==> config.mk <==
export PLATFORM = sky130hd
export DESIGN_NAME = positional_array_list
export DESIGN_NICKNAME = d
export VERILOG_FILES = /design/src/hw/rtl/pal_pkg.sv /design/src/hw/rtl/positional_array_list.sv /design/src/hw/rtl/pal_mem.sv
export SDC_FILE = /design/constraint.sdc
export NUM_CORES = 1
export LEC_CHECK = 0
export ABC_AREA = 1
export BUFFER_PORTS_ARGS = -buffer_cell sky130_fd_sc_hd__clkbuf_2
export CELL_PAD_IN_SITES_DETAIL_PLACEMENT = 2
export CELL_PAD_IN_SITES_GLOBAL_PLACEMENT = 2
export CORE_MARGIN = 2
export CORE_UTILIZATION = 40
export CTS_CLUSTER_SIZE = 10
export DETAILED_ROUTE_END_ITERATION = 10
export GPL_TIMING_DRIVEN = 0
export PLACE_DENSITY = 0.76
export SKIP_LAST_GASP = 1
export SYNTH_ARGS = -nofsm -noshare
export SYNTH_HDL_FRONTEND = slang
export SYNTH_SLANG_ARGS = --single-unit
==> constraint.sdc <==
create_clock -name aclk -period 4.3 [get_ports aclk]
set_input_delay 0.215 -clock aclk [delete_from_list [all_inputs] [get_ports aclk]]
set_output_delay 0.215 -clock aclk [all_outputs]
set_load 0.01 [all_outputs]
==> src/hw/rtl/pal_pkg.sv <==
// pal_pkg: opcodes, status codes, sequencer states and fixed field widths
// for the positional array list; used by every module of the block
// no dependencies

package pal_pkg;

    // default number of entries the list can hold
    localparam int CAPACITY_DEF = 16;

    // fixed field widths of the transfer channels
    localparam int OPCODE_W   = 3;
    localparam int POSITION_W = 5;
    localparam int VALUE_W    = 32;
    localparam int STATUS_W   = 2;
    localparam int COUNT_W    = 5;

    // opcodes
    localparam logic [OPCODE_W-1:0] OP_INSERT   = 3'd0;
    localparam logic [OPCODE_W-1:0] OP_DELETE   = 3'd1;
    localparam logic [OPCODE_W-1:0] OP_CLEAR    = 3'd2;
    localparam logic [OPCODE_W-1:0] OP_TRAVERSE = 3'd3;
    localparam logic [OPCODE_W-1:0] OP_PEEK     = 3'd4;

    // result status codes
    localparam logic [STATUS_W-1:0] ST_OK    = 2'd0;
    localparam logic [STATUS_W-1:0] ST_FULL  = 2'd1;
    localparam logic [STATUS_W-1:0] ST_EMPTY = 2'd2;
    localparam logic [STATUS_W-1:0] ST_RANGE = 2'd3;

    // sequencer states
    typedef enum logic [3:0] {
        S_IDLE,
        S_INS,
        S_INS_END,
        S_PUT,
        S_DEL,
        S_DEL_END,
        S_TRAV_RD,
        S_TRAV,
        S_RESP
    } pal_state_t;

endpackage

==> src/hw/rtl/positional_array_list.sv <==
// positional_array_list: top level, ordered list engine with a small
// sequencer that moves one entry per cycle through the entry memory,
// unless a low m_ready pauses a traverse; depends on pal_pkg and pal_mem
//
//   channel   direction   ports                                        transfer when
//   s_        in          s_opcode s_position s_value                  s_valid & s_ready
//   m_        out         m_data m_status m_count m_is_empty           m_valid & m_ready
//                         m_is_full m_last
//
// sequencer states after an accepted transfer: insert that shifts runs
//   S_INS (one read/write step per moved entry), S_INS_END, S_PUT, S_RESP;
//   append S_PUT, S_RESP; delete that shifts S_DEL, S_DEL_END, S_RESP;
//   traverse and peek S_TRAV_RD, then S_TRAV per entry; all else S_RESP.
//   the single memory port pair sets the one-entry-per-cycle pace
// reset: aresetn low clears the entry count, the sequencer and m_valid;
//   the entries themselves are never cleared, only written entries are read
// stalls: s_ready is high only while the sequencer is idle; m_ready held low
//   pauses traverse on the current entry, and the output register lets the
//   next transfer be accepted while the last result still waits

module positional_array_list #(
    parameter int CAPACITY = pal_pkg::CAPACITY_DEF
) (
    input  logic                           aclk,
    input  logic                           aresetn,
    input  logic                           s_valid,
    output logic                           s_ready,
    input  logic [pal_pkg::OPCODE_W-1:0]   s_opcode,
    input  logic [pal_pkg::POSITION_W-1:0] s_position,
    input  logic signed [pal_pkg::VALUE_W-1:0] s_value,
    output logic                           m_valid,
    input  logic                           m_ready,
    output logic signed [pal_pkg::VALUE_W-1:0] m_data,
    output logic [pal_pkg::STATUS_W-1:0]   m_status,
    output logic [pal_pkg::COUNT_W-1:0]    m_count,
    output logic                           m_is_empty,
    output logic                           m_is_full,
    output logic                           m_last
);

    // address, count and compare widths
    localparam int AW = (CAPACITY > 1) ? $clog2(CAPACITY) : 1;
    localparam int CW = $clog2(CAPACITY + 1);
    localparam int PW = (CW > pal_pkg::POSITION_W) ? CW : pal_pkg::POSITION_W;

    pal_pkg::pal_state_t state_reg, state_next;

    // list state
    logic [CW-1:0] count_reg;

    // sequencer registers
    logic [AW-1:0] idx_reg;      // current read address
    logic [AW-1:0] tgt_reg;      // address at which the sweep stops
    logic [AW-1:0] wa_reg;       // write address of the entry read last cycle
    logic          pend_reg;     // a read is waiting to be written back
    logic [pal_pkg::VALUE_W-1:0]  value_reg;
    logic [pal_pkg::STATUS_W-1:0] st_reg;

    // output register
    logic                          m_valid_reg;
    logic [pal_pkg::VALUE_W-1:0]   m_data_reg;
    logic [pal_pkg::STATUS_W-1:0]  m_status_reg;
    logic [pal_pkg::COUNT_W-1:0]   m_count_reg;
    logic                          m_is_empty_reg;
    logic                          m_is_full_reg;
    logic                          m_last_reg;

    // memory port
    logic                         mem_we;
    logic [AW-1:0]                mem_waddr;
    logic [pal_pkg::VALUE_W-1:0]  mem_wdata;
    logic                         mem_re;
    logic [AW-1:0]                mem_raddr;
    logic [pal_pkg::VALUE_W-1:0]  mem_rdata;

    // decode of an incoming transfer
    pal_pkg::pal_state_t          dec_state;
    logic [pal_pkg::STATUS_W-1:0] dec_status;
    logic [AW-1:0]                dec_idx;
    logic [AW-1:0]                dec_tgt;
    logic [CW-1:0]                dec_count;
    logic [PW-1:0]                pos_e;
    logic [PW-1:0]                pos1_e;
    logic [PW-1:0]                cnt_e;
    logic                         list_empty;
    logic                         list_full;

    // output control
    logic                         out_free;
    logic                         load_out;
    logic [pal_pkg::VALUE_W-1:0]  out_data;
    logic                         out_last;
    logic [pal_pkg::STATUS_W-1:0] out_status;
    logic                         trav_last;

    assign out_free   = !m_valid_reg || m_ready;
    assign list_empty = (count_reg == '0);
    assign list_full  = (count_reg == CW'(CAPACITY));
    assign trav_last  = (idx_reg == tgt_reg);

    pal_mem #(
        .DEPTH (CAPACITY),
        .AW    (AW)
    ) u_mem (
        .aclk  (aclk),
        .we    (mem_we),
        .waddr (mem_waddr),
        .wdata (mem_wdata),
        .re    (mem_re),
        .raddr (mem_raddr),
        .rdata (mem_rdata)
    );

    // opcode decode against the current count
    always_comb begin
        pos_e      = PW'(s_position);
        cnt_e      = PW'(count_reg);
        pos1_e     = (pos_e == '0) ? PW'(1) : pos_e;   // position zero means the front
        dec_state  = pal_pkg::S_RESP;
        dec_status = pal_pkg::ST_OK;
        dec_idx    = '0;
        dec_tgt    = AW'(count_reg - CW'(1));
        dec_count  = count_reg;
        unique case (s_opcode)
            pal_pkg::OP_INSERT: begin
                if (list_full) begin
                    dec_status = pal_pkg::ST_FULL;
                end else if (pos1_e > cnt_e) begin
                    // append after the last entry
                    dec_state = pal_pkg::S_PUT;
                    dec_idx   = AW'(count_reg);
                end else begin
                    // shift entries up from the end down to the position
                    dec_state = pal_pkg::S_INS;
                    dec_idx   = AW'(count_reg - CW'(1));
                    dec_tgt   = AW'(pos1_e - PW'(1));
                end
            end
            pal_pkg::OP_DELETE: begin
                if (list_empty) begin
                    dec_status = pal_pkg::ST_EMPTY;
                end else if (pos_e == '0 || pos_e > cnt_e) begin
                    dec_status = pal_pkg::ST_RANGE;
                end else if (pos_e == cnt_e) begin
                    // last entry goes, nothing to move
                    dec_count = count_reg - CW'(1);
                end else begin
                    dec_state = pal_pkg::S_DEL;
                    dec_idx   = AW'(pos_e);
                end
            end
            pal_pkg::OP_CLEAR: begin
                dec_count = '0;
            end
            pal_pkg::OP_TRAVERSE: begin
                if (list_empty) begin
                    dec_status = pal_pkg::ST_EMPTY;
                end else begin
                    dec_state = pal_pkg::S_TRAV_RD;
                    dec_idx   = '0;
                end
            end
            pal_pkg::OP_PEEK: begin
                // a one-entry traverse of the last entry
                if (list_empty) begin
                    dec_status = pal_pkg::ST_EMPTY;
                end else begin
                    dec_state = pal_pkg::S_TRAV_RD;
                    dec_idx   = AW'(count_reg - CW'(1));
                end
            end
            default: begin
                dec_status = pal_pkg::ST_OK;
            end
        endcase
    end

    // next state
    always_comb begin
        state_next = state_reg;
        unique case (state_reg)
            pal_pkg::S_IDLE: begin
                if (s_valid) state_next = dec_state;
            end
            pal_pkg::S_INS: begin
                if (idx_reg == tgt_reg) state_next = pal_pkg::S_INS_END;
            end
            pal_pkg::S_INS_END: state_next = pal_pkg::S_PUT;
            pal_pkg::S_PUT:     state_next = pal_pkg::S_RESP;
            pal_pkg::S_DEL: begin
                if (idx_reg == tgt_reg) state_next = pal_pkg::S_DEL_END;
            end
            pal_pkg::S_DEL_END: state_next = pal_pkg::S_RESP;
            pal_pkg::S_TRAV_RD: state_next = pal_pkg::S_TRAV;
            pal_pkg::S_TRAV: begin
                if (out_free && trav_last) state_next = pal_pkg::S_IDLE;
            end
            pal_pkg::S_RESP: begin
                if (out_free) state_next = pal_pkg::S_IDLE;
            end
            default: state_next = pal_pkg::S_IDLE;
        endcase
    end

    // memory and output controls
    always_comb begin
        s_ready    = 1'b0;
        mem_we     = 1'b0;
        mem_waddr  = wa_reg;
        mem_wdata  = mem_rdata;
        mem_re     = 1'b0;
        mem_raddr  = idx_reg;
        load_out   = 1'b0;
        out_data   = '0;
        out_last   = 1'b1;
        out_status = st_reg;
        unique case (state_reg)
            pal_pkg::S_IDLE: s_ready = 1'b1;
            pal_pkg::S_INS, pal_pkg::S_DEL: begin
                // read one entry, write back the one read the cycle before
                mem_re = 1'b1;
                mem_we = pend_reg;
            end
            pal_pkg::S_INS_END, pal_pkg::S_DEL_END: begin
                mem_we = 1'b1;
            end
            pal_pkg::S_PUT: begin
                mem_we    = 1'b1;
                mem_waddr = idx_reg;
                mem_wdata = value_reg;
            end
            pal_pkg::S_TRAV_RD: begin
                mem_re = 1'b1;
            end
            pal_pkg::S_TRAV: begin
                load_out   = out_free;
                out_data   = mem_rdata;
                out_last   = trav_last;
                out_status = pal_pkg::ST_OK;
                // fetch the next entry as this one leaves
                mem_re     = out_free && !trav_last;
                mem_raddr  = idx_reg + AW'(1);
            end
            pal_pkg::S_RESP: begin
                load_out = out_free;
            end
            default: s_ready = 1'b0;
        endcase
    end

    always_ff @(posedge aclk) begin
        if (!aresetn) begin
            state_reg   <= pal_pkg::S_IDLE;
            count_reg   <= '0;
            pend_reg    <= 1'b0;
            m_valid_reg <= 1'b0;
        end else begin
            state_reg <= state_next;

            // output register
            if (load_out) begin
                m_valid_reg    <= 1'b1;
                m_data_reg     <= out_data;
                m_status_reg   <= out_status;
                m_count_reg    <= pal_pkg::COUNT_W'(count_reg);
                m_is_empty_reg <= list_empty;
                m_is_full_reg  <= list_full;
                m_last_reg     <= out_last;
            end else if (m_ready) begin
                m_valid_reg <= 1'b0;
            end

            unique case (state_reg)
                pal_pkg::S_IDLE: begin
                    if (s_valid) begin
                        value_reg <= s_value;
                        idx_reg   <= dec_idx;
                        tgt_reg   <= dec_tgt;
                        st_reg    <= dec_status;
                        count_reg <= dec_count;
                        pend_reg  <= 1'b0;
                    end
                end
                pal_pkg::S_INS: begin
                    pend_reg <= 1'b1;
                    wa_reg   <= idx_reg + AW'(1);
                    if (idx_reg != tgt_reg) idx_reg <= idx_reg - AW'(1);
                end
                pal_pkg::S_PUT: begin
                    count_reg <= count_reg + CW'(1);
                end
                pal_pkg::S_DEL: begin
                    pend_reg <= 1'b1;
                    wa_reg   <= idx_reg - AW'(1);
                    if (idx_reg != tgt_reg) idx_reg <= idx_reg + AW'(1);
                end
                pal_pkg::S_DEL_END: begin
                    count_reg <= count_reg - CW'(1);
                end
                pal_pkg::S_TRAV: begin
                    if (out_free) idx_reg <= idx_reg + AW'(1);
                end
                default: begin
                    pend_reg <= pend_reg;
                end
            endcase
        end
    end

    assign m_valid    = m_valid_reg;
    assign m_data     = m_data_reg;
    assign m_status   = m_status_reg;
    assign m_count    = m_count_reg;
    assign m_is_empty = m_is_empty_reg;
    assign m_is_full  = m_is_full_reg;
    assign m_last     = m_last_reg;

endmodule

==> src/hw/rtl/pal_mem.sv <==
// pal_mem: entry storage of the list, one write and one read port,
// registered read data that holds while no read is issued
// depends on pal_pkg for the entry width and the default depth

module pal_mem #(
    parameter int DEPTH = pal_pkg::CAPACITY_DEF,
    parameter int AW    = $clog2(DEPTH)
) (
    input  logic                        aclk,
    input  logic                        we,
    input  logic [AW-1:0]               waddr,
    input  logic [pal_pkg::VALUE_W-1:0] wdata,
    input  logic                        re,
    input  logic [AW-1:0]               raddr,
    output logic [pal_pkg::VALUE_W-1:0] rdata
);

    logic [pal_pkg::VALUE_W-1:0] mem [DEPTH];
    logic [pal_pkg::VALUE_W-1:0] rdata_reg;

    always_ff @(posedge aclk) begin
        if (we) begin
            mem[waddr] <= wdata;
        end
    end

    always_ff @(posedge aclk) begin
        if (re) begin
            rdata_reg <= mem[raddr];
        end
    end

    assign rdata = rdata_reg;

endmodule

# Yosys cells after proc, flatten, opt, wreduce, memory -nomap -nowiden
# Memories as Yosys holds them, arrays and structs flattened. A register that Yosys moved wholly into a read port is not among the register bits.
# Index checks and enable logic that the tools add are counted.
word_totals:
  memories: 1
  regBits: 99
  ram_bits: 512
  word_cells: 133
  in_bits: 44
  out_inout_bits: 44
op_classes:
  addsub: 5
  reduce_logical: 28
  order_cmp: 2
  mux: 54
  eq_ne: 28
memory_table:
  columns: ["name", "depth", "width", "rd", "rd_clocked_by_memory_dff", "wr", "line_no", "source"]
  rows:
  - ["u_mem.mem", 16, 32, 1, 1, 1, "pal_mem.sv:18", "logic [pal_pkg::VALUE_W-1:0] mem [DEPTH];"]
ops:
  columns: ["operator", "n"]
  rows:
  - ["4-bit 2-to-1 mux", 25]
  - ["32-bit 2-to-1 mux", 1]
  - ["4-bit one-hot mux with 8 select lines", 1]
  - ["5-bit 2-to-1 mux", 5]
  - ["4-bit one-hot mux with 3 select lines", 2]
  - ["4-bit by 3-bit equality test with 1-bit output, second input constant", 4]
  - ["2-bit != test, second input constant", 8]
  - ["4-bit one-hot mux with 4 select lines", 1]
  - ["5-bit one-hot mux with 3 select lines", 1]
  - ["6-bit AND reduction", 2]
  - ["5-bit > comparator", 2]
  - ["5-bit zero test", 2]
  - ["5-bit one-hot mux with 2 select lines", 1]
  - ["3-bit != test, second input constant", 3]
  - ["4-bit by 2-bit equality test with 1-bit output, second input constant", 2]
  - ["1-bit 2-to-1 mux", 8]
  - ["2-bit 2-to-1 mux", 4]
  - ["4-bit one-hot mux with 2 select lines", 1]
  - ["2-bit OR reduction", 4]
  - ["4-bit by 1-bit subtractor with 4-bit output, second input constant", 2]
  - ["3-bit by 2-bit equality test with 1-bit output, second input constant", 2]
  - ["1-bit one-hot mux with 2 select lines", 3]
  - ["2-bit one-hot mux with 3 select lines", 1]
  - ["2-bit AND reduction", 3]
  - ["23 further kinds", 29]

# Logic depth before layout (Yosys ltp)
# Gate-level depths: netlist of the first run.
depth:
  ltp_word: 8
  ltp_mapped: 15
  mapped_depth_nobuf: 15

# Hierarchy
# From an unflattened synthesis of the first run, not the netlist that was laid out.
unflattened:
  cells_unflattened: 2648
  hier_area_um2: 27986.8
modules_own_cells:
  columns: ["module", "area_each_um2", "seq_area_each_um2", "instances", "cells_per_inst"]
  rows:
  - ["pal_mem", 23050.9, 16335.7, 1, 2120]
  - ["positional_array_list", 4936.0, 2862.7, 1, 528]

# Least setup slack after synthesis of the first run
# Ideal clock, no wire load.
synth_path:
  kind: "register to register"
  start: "reg state_reg[0]"
  end: "reg m_count_reg, in the netlist m_count[0] (enable)"
  required_time_ns: 3.806
  arrival_ns: 3.740
  slack_ns: 0.066
  setup_ns: 0.494
  n_path_buf: 0
  stages_incl_launch_ff: 6
  synth_period_minus_slack_ns: 4.234
  path_cell_list: "dfxtp_1 -> nor2_1 -> inv_1 -> o31ai_1 -> inv_1 -> nor3_1"
synth_via:
  elab_chain_len: 4
  word_cells_on_any_way: 5
  classes_between: "eq/ne (2); mux (1); reduce/logical (2)"
synth_rtl:
  columns: ["element", "line_no", "source"]
  rows:
  - ["start: declaration", "positional_array_list.sv:46", "pal_pkg::pal_state_t state_reg, state_next;"]
  - ["start signal: assignment", "positional_array_list.sv:253", "state_reg <= pal_pkg::S_IDLE;"]
  - ["start signal: assignment", "positional_array_list.sv:258", "state_reg <= state_next;"]
  - ["4-bit by 3-bit equality test with 1-bit output or 4-bit equality test (tied branches)", "positional_array_list.sv:217", "unique case (state_reg)"]
  - ["2-bit OR reduction (no line) (*)", null, null]
  - ["1-bit 2-to-1 mux (*)", "positional_array_list.sv:217", null]
  - ["2-bit AND reduction (no line) (*)", null, null]
  - ["end signal: assignment", "positional_array_list.sv:265", "m_count_reg <= pal_pkg::COUNT_W'(count_reg);"]
  - ["end: declaration", "positional_array_list.sv:63", "logic [pal_pkg::COUNT_W-1:0] m_count_reg;"]
# Every way passes the cells marked *; elsewhere a longest branch is shown, timed or not.
# A chain may end at the register's enable or synchronous reset.

# Worst setup path after layout of the first run
layout_path:
  start: "reg state_reg[1]"
  end: "mem u_mem.mem[9][22] (netlist name) (data pin)"
layout_via:
  elab_chain_len: 2
layout_rtl:
  columns: ["element", "line_no", "source"]
  rows:
  - ["4-bit by 2-bit equality test with 1-bit output", "positional_array_list.sv:217", null]
  - ["32-bit 2-to-1 mux", "positional_array_list.sv:217", null]
  - ["named net mem_wdata, one bit", "positional_array_list.sv:71", "logic [pal_pkg::VALUE_W-1:0] mem_wdata;"]
  - ["end: declaration", "pal_mem.sv:18", null]
# The timed path passes the listed nets, and every way through them passes these cells.

==> impl_metrics.env, run 1 <==
export IMPL_cts_made_buffers=77
export IMPL_fp_dieArea_mm2=0.0674
export IMPL_fin_skew_ns=0.0201
export IMPL_cts_path_max_buffers=3
export IMPL_crit_fanout=16
export IMPL_antenna_found_initial=1
export IMPL_top_register="u_mem.mem"
export IMPL_coreArea_mm2=0.0645
export IMPL_largest_reg_flops=512
export IMPL_cap_violations=0
export IMPL_synth_enable_flop_cells=632
export IMPL_synth_area_leaders="edfxtp_1 73%, o21ai_0 5.1%, o211ai_1 4.1%, nor2_1 3.6%, nand2_1 2.5%"
export IMPL_die_w_um=260
export IMPL_fin_crit_sh=0.907
export IMPL_gr_total_overflow=0
export IMPL_first_pass_iters=5
export IMPL_synth_top_area_frac=0.726
export IMPL_critical_path_startpoint_type="flop"
export IMPL_dpl_cell_count=2988
export IMPL_status="finished, final reports clean"
export IMPL_gp_congestion=0.813
export IMPL_m1WireLength_mm=36.7
export IMPL_switching_power_w=0.00739
export IMPL_cp_arrival_ns=4.14
export IMPL_route_top_layer_used="met5"
export IMPL_viasPerCell=5.76
export IMPL_grt_usage=0.281
export IMPL_dr_first_iter_drc_count=1418
export IMPL_p_leak_nw=10.7
export IMPL_post_cts_buffers=0
export IMPL_synthArstFlopShare=0
export IMPL_grt_pass1_wl_mm=137
export IMPL_route_met3_wl_mm=5.02
export IMPL_clk_latency_ns=0.63
export IMPL_worstPathRequired_ns=4.54
export IMPL_whs_ns=0.113
export IMPL_tightest_slew_ns=1.28
export IMPL_yosys_warnings=0
export IMPL_synth_main_ff_cell="edfxtp_1"
export IMPL_timing_hold_violations_final=0
export IMPL_num_rows=93
export IMPL_ys_seq_area_frac=0.735
export IMPL_drc=0
export IMPL_critPathCaptureType="flop"
export IMPL_tritoncts="yes"
export IMPL_switching_share=0.366
export IMPL_p_seq_frac=0.395
export IMPL_p_per_area_mw_per_mm2=652
export IMPL_synth_top_cell_by_area="edfxtp_1"
export IMPL_portBuffers=87
export IMPL_period_needed_ns=3.90
export IMPL_comb_power_share=0.310
export IMPL_hp_class="input pin to flop"
export IMPL_die_h_um=260
export IMPL_cts_sink_count=643
export IMPL_syn_area_mm2=0.0261
export IMPL_grt_pass1_vias=20300
export IMPL_drive_gt1_frac=0.143
export IMPL_wl_mm=93.4
export IMPL_drv_slew=0
export IMPL_vias=18100
export IMPL_synth_seq_cells=643
export IMPL_syn_num_nets=2065
export IMPL_rsz0062_at_grt="false"
export IMPL_avgSynthCellArea_um2=13.0
export IMPL_fmaxAchievable_mhz=256
export IMPL_setup_viol=0
export IMPL_path_class="flop to flop"
export IMPL_hpwl_mm=62.9
export IMPL_grt_max_degree=23
export IMPL_path_clk_slew_ns=0.06
export IMPL_wl_met2_mm=48.0
export IMPL_p_int_w=0.0128
export IMPL_postCtsHoldBufs=35
export IMPL_ctsResizeCount=0
export IMPL_relSlewSlack=0.143
export IMPL_area_growth_pct=18.5
export IMPL_clkPwrFrac=0.295
export IMPL_nNetsFinal=2316
export IMPL_ios=88
export IMPL_htreeDepth=3
export IMPL_wl_per_cell_um=29.7
export IMPL_mostFrequentLayoutCell="edfxtp_1"
export IMPL_final_cell_mix="632 x edfxtp_1, 235 x o21ai_0, 232 x nor2_1, 177 x nand2_1"
export IMPL_synth_cell_types=39
export IMPL_initial_utilization=0.405
export IMPL_antenna_left=0
export IMPL_vdd_drop_max_mv=0.364
export IMPL_root_buffer="clkbuf_16"
export IMPL_syn_inst=2007
export IMPL_stdcell_count=3150
==> final timing paths <==
check / to / slack, ns / from / cells past startpoint
setup / recovery: u_mem.mem[9][22] / 0.40 / state_reg[1] / 6
hold / removal: tgt_reg[0] / 0.11 / s_position[0] / 4
setup reg to reg: u_mem.mem[9][22] / 0.40 / state_reg[1] / 6
hold reg to reg: m_count[1] / 0.49 / cnt_e[1] / 0
==> through the flow <==
| step | setup WS (ns) | cell area, um2 | total power, W | util | setup TNS [ns] |
|---|---|---|---|---|---|
| after floorplan | 0.0661 | 26100 | 0.0113 | - | 0 |
| after global placement | -3.59 | 27600 | 0.0135 | 0.429 | -615.87 |
| after detailed placement | 0.306 | 28300 | 0.0142 | 0.440 | 0 |
| after CTS | 0.182 | 30900 | 0.0202 | 0.479 | 0 |
| after global routing | 0.0958 | 31000 | 0.0210 | 0.480 | 0 |
| final | 0.400 | 31000 | 0.0202 | 0.480 | 0 |
==> final cells by class <==
| cell class | count | area, um2 |
|---|---|---|
| well taps | 855 | 1070 |
| multi-input cells | 1099 | 5890 |
| clock inverters | 11 | 108 |
| plain buffers | 116 | 611 |
| repair buffers | 172 | 1450 |
| flip-flops and latches | 643 | 19200 |
| fillers | 6349 | 33500 |
| clock buffers | 104 | 2060 |
| diodes | 1 | 2.50 |
| inverters | 149 | 559 |
==> Yosys cell counts (3+ instances only) <==
cell,instances
buf_1,4
ha_1,14
or2_1,22
xnor2_1,6
xor2_1,7
clkbuf_1,50
dfxtp_1,11
o21ai_0,265
o21ai_1,60
buf_2,32
o221ai_1,39
a21oi_1,18
nand2_4,4
or2_2,4
o21bai_1,9
nand3_1,51
clkbuf_2,3
buf_6,8
o22ai_1,3
nand2_1,177
inv_1,143
buf_4,19
nor3_1,8
or2_0,3
nor2_1,249
nand2_2,3
edfxtp_1,632
o211ai_1,143
inv_2,6
==> layer usage <==
layer  track usage  vias to the layer above
li1              -                     7846
met1         0.340                     9441
met2         0.498                      638
met3        0.0463                      207
met4         0.114                        2
met5             0                        -
==> critical path, cell delays in order, from the launching register on <==
cell and delay, ns:
dfxtp_1 0.45, nand2_2 0.13, nor2_2 0.48, clkbuf_1 0.86
buf_1 0.79, nand2_1 0.10, o21ai_1 0.69
==> logic make-up (layout without fill, tap and decap cells) <==
family	count (synthesis)	after routing	synth area share
buffers and inverters	265	552	0.0448
multiplexers	1	1	0.000383
adder cells (fa/ha/maj)	14	14	0.00671
XOR/XNOR	13	13	0.00436
flip-flops	643	643	0.735
AND/OR/NAND/NOR	527	527	0.0836
AO/OA/AOI/OAI	544	544	0.125
other	0	1	0
==> power by group through the flow <==
stage | logic (W) | registers, W | clock network, W
floorplan | 0.00323 | 0.00810 | 0
global placement | 0.00539 | 0.00815 | 0
detailed placement | 0.00606 | 0.00811 | 0
CTS | 0.00620 | 0.00799 | 0.00602
global route | 0.00673 | 0.00800 | 0.00624
finish | 0.00626 | 0.00797 | 0.00595
Note: power is estimated with default switching activity, not from simulation.
==> run 2, diff against run 1 <==
==> constraint.sdc (replaced) <==
create_clock -name aclk -period 4.3 [get_ports aclk]
set_input_delay 0 -clock aclk [delete_from_list [all_inputs] [get_ports aclk]]
set_output_delay 0 -clock aclk [all_outputs]
set_load 0.01 [all_outputs]
==> run 2 against run 1 <==
Compared with the run above: clock skew rose by 0.0015 ns; non-clock buffer count rose by 8; worst hold slack got worse by 0.028 ns; maximum frequency rose by 0.23%; utilization rose by 0.12 points; total power barely moved; wire length rose by 0.16%; worst setup slack improved by 0.0091 ns; critical path depth did not move; flip-flop and latch count did not move; first-iteration DRC count rose by 2.4%; global-route usage barely moved; critical path type unchanged.
==> impl_metrics.env, run 2 (synthesis results as in run 1) <==
export IMPL_clk_latency_ns=0.63
export IMPL_total_power_w=0.0202
export IMPL_min_path_cells=5
export IMPL_critical_path_startpoint_type="flop"
export IMPL_vias=18100
export IMPL_coreArea_mm2=0.0645
export IMPL_worstPathRequired_ns=4.54
export IMPL_tritoncts="yes"
export IMPL_relSlewSlack=0.173
export IMPL_cts_path_max_buffers=3
export IMPL_cts_sink_count=643
export IMPL_num_rows=93
export IMPL_path_clk_slew_ns=0.06
export IMPL_cpMaxStageDelayCell="clkbuf_1"
export IMPL_reg2reg_depth=6
export IMPL_drive_gt1_frac=0.142
export IMPL_dr_first_iter_drc_count=1452
export IMPL_cp_arrival_ns=4.13
export IMPL_antenna_found_initial=1
export IMPL_ios=88
export IMPL_die_w_um=260
export IMPL_status="finished, final reports clean"
export IMPL_grt_pass1_wl_mm=137
export IMPL_path_class="flop to flop"
export IMPL_hp_class="input pin to flop"
export IMPL_rrSetupSlack_ns=0.41
export IMPL_hold_end="tgt_reg[0]"
export IMPL_period_needed_ns=3.89
export IMPL_grt_max_degree=23
export IMPL_drv_slew=0
export IMPL_r2r_end="u_mem.mem[9][22]"
export IMPL_drc=0
export IMPL_initial_utilization=0.405
export IMPL_place_area_mm2=0.0283
export IMPL_mostFrequentLayoutCell="edfxtp_1"
export IMPL_rsz0062_at_grt="false"
export IMPL_viasPerCell=5.74
export IMPL_fmaxAchievable_mhz=257
export IMPL_r2r_start="state_reg[1]"
export IMPL_largest_reg_flops=512
export IMPL_p_leak_nw=10.7
export IMPL_wl_per_cell_um=29.6
export IMPL_wl_mm=93.6
export IMPL_nNetsFinal=2324
export IMPL_portBuffers=87
export IMPL_postLayoutCoreUtil=0.481
export IMPL_top_register="u_mem.mem"
export IMPL_tightest_slew_ns=1.23
export IMPL_hpwl_mm=62.9
export IMPL_cp_top_family="buffers and inverters"
export IMPL_slowest_delay_ns=0.86
export IMPL_critPathCaptureType="flop"
export IMPL_fin_skew_ns=0.0216
export IMPL_htreeDepth=3
export IMPL_vdd_drop_max_mv=0.364
export IMPL_cts_made_buffers=77
export IMPL_p_per_area_mw_per_mm2=650
export IMPL_path_buf_inv=2
export IMPL_fp_dieArea_mm2=0.0674
export IMPL_gp_congestion=0.813
export IMPL_holdCritStartpoint="s_position[4]"
export IMPL_first_pass_iters=5
export IMPL_root_buffer="clkbuf_16"
export IMPL_antenna_left=0
export IMPL_crit_path_cell_trace="nand2_2, nor2_2, clkbuf_1, buf_1, nand2_1, o21ai_1"
export IMPL_fin_crit_sh=0.905
export IMPL_timing_hold_violations_final=0
export IMPL_crit_fanout=16
export IMPL_gr_total_overflow=0
export IMPL_final_cell_mix="632 x edfxtp_1, 235 x o21ai_0, 232 x nor2_1, 177 x nand2_1"
export IMPL_finalInstanceArea_mm2=0.0310
export IMPL_cap_violations=0
export IMPL_grt_pass1_vias=20400
export IMPL_die_h_um=260
export IMPL_area_growth_pct=18.8
export IMPL_grt_usage=0.281
export IMPL_setup_viol=0
[run 2: changes by cell type in the layout (fill, tap and decap cells not counted), sizes merged]
cell and delta:
dlygate4sd3 +8
[run 2: metal layers]
metal / global-route usage / vias to the layer above / part of all wire
met5: 0 / - / 0.00014
met4: 0.114 / 2 / 0.040
met3: 0.0463 / 216 / 0.051
met2: 0.499 / 622 / 0.51
met1: 0.340 / 9443 / 0.40
li1: - / 7857 / -
[run 2: stage by stage]
stage	setup WS (ns)	std cells	setup TNS, ns	hold slack, ns
after floorplan	0.0661	2007	0	0.0989
after global placement	-3.59	2949	-615.87	0.178
after detailed placement	0.306	2988	0	0.179
after CTS	0.182	3146	0	0.0372
after global routing	0.0958	3157	0	0.0749
final	0.409	3158	0	0.0849
[run 2: cell type report]
class	instances	area, um2
Fill cell	6348	33400
Inverter	149	559
Multi-Input combinational cell	1099	5890
Clock inverter	11	108
Sequential cell	643	19200
Antenna cell	1	2.50
Timing Repair Buffer	180	1530
Buffer	116	611
Clock buffer	104	2060
Tap cell	855	1070
[run 2: worst max path at each step]
| stage | end | slack, ns | startpoint | cells after the start |
|---|---|---|---|---|
| 2_1_floorplan | m_count[0] | 0.07 | state_reg[0] | 5 |
| 3_3_place_gp | m_data[17] | -3.59 | state_reg[2] | 6 |
| 3_5_place_dp | u_mem.mem[10][13] | 0.31 | state_reg[1] | 6 |
| 4_1_cts | u_mem.mem[6][19] | 0.18 | state_reg[1] | 6 |
| 5_1_grt | u_mem.mem[2][17] | 0.1 | state_reg[0] | 6 |
| 6_report | u_mem.mem[9][22] | 0.41 | state_reg[1] | 6 |
[run 2: tightest hold or removal path, stage by stage]
cell      delay (ns)
clkbuf_2        0.11
nor2_1          0.04
nand3_1         0.14
nand2_1         0.11
o21ai_0         0.18
[run 2: power breakdown]
part           total (W)  switching, W  internal, W
Combinational    0.00627       0.00467      0.00160
Sequential       0.00797      0.000155      0.00781
Clock            0.00594       0.00256      0.00338
[run 2: what timing repair did]
action | 4_1_cts | 5_1_grt
gates resized for setup | 0 | 0
hold endpoints to repair | 69 | 0
setup buffers | 0 | 0
hold buffers | 43 | 0
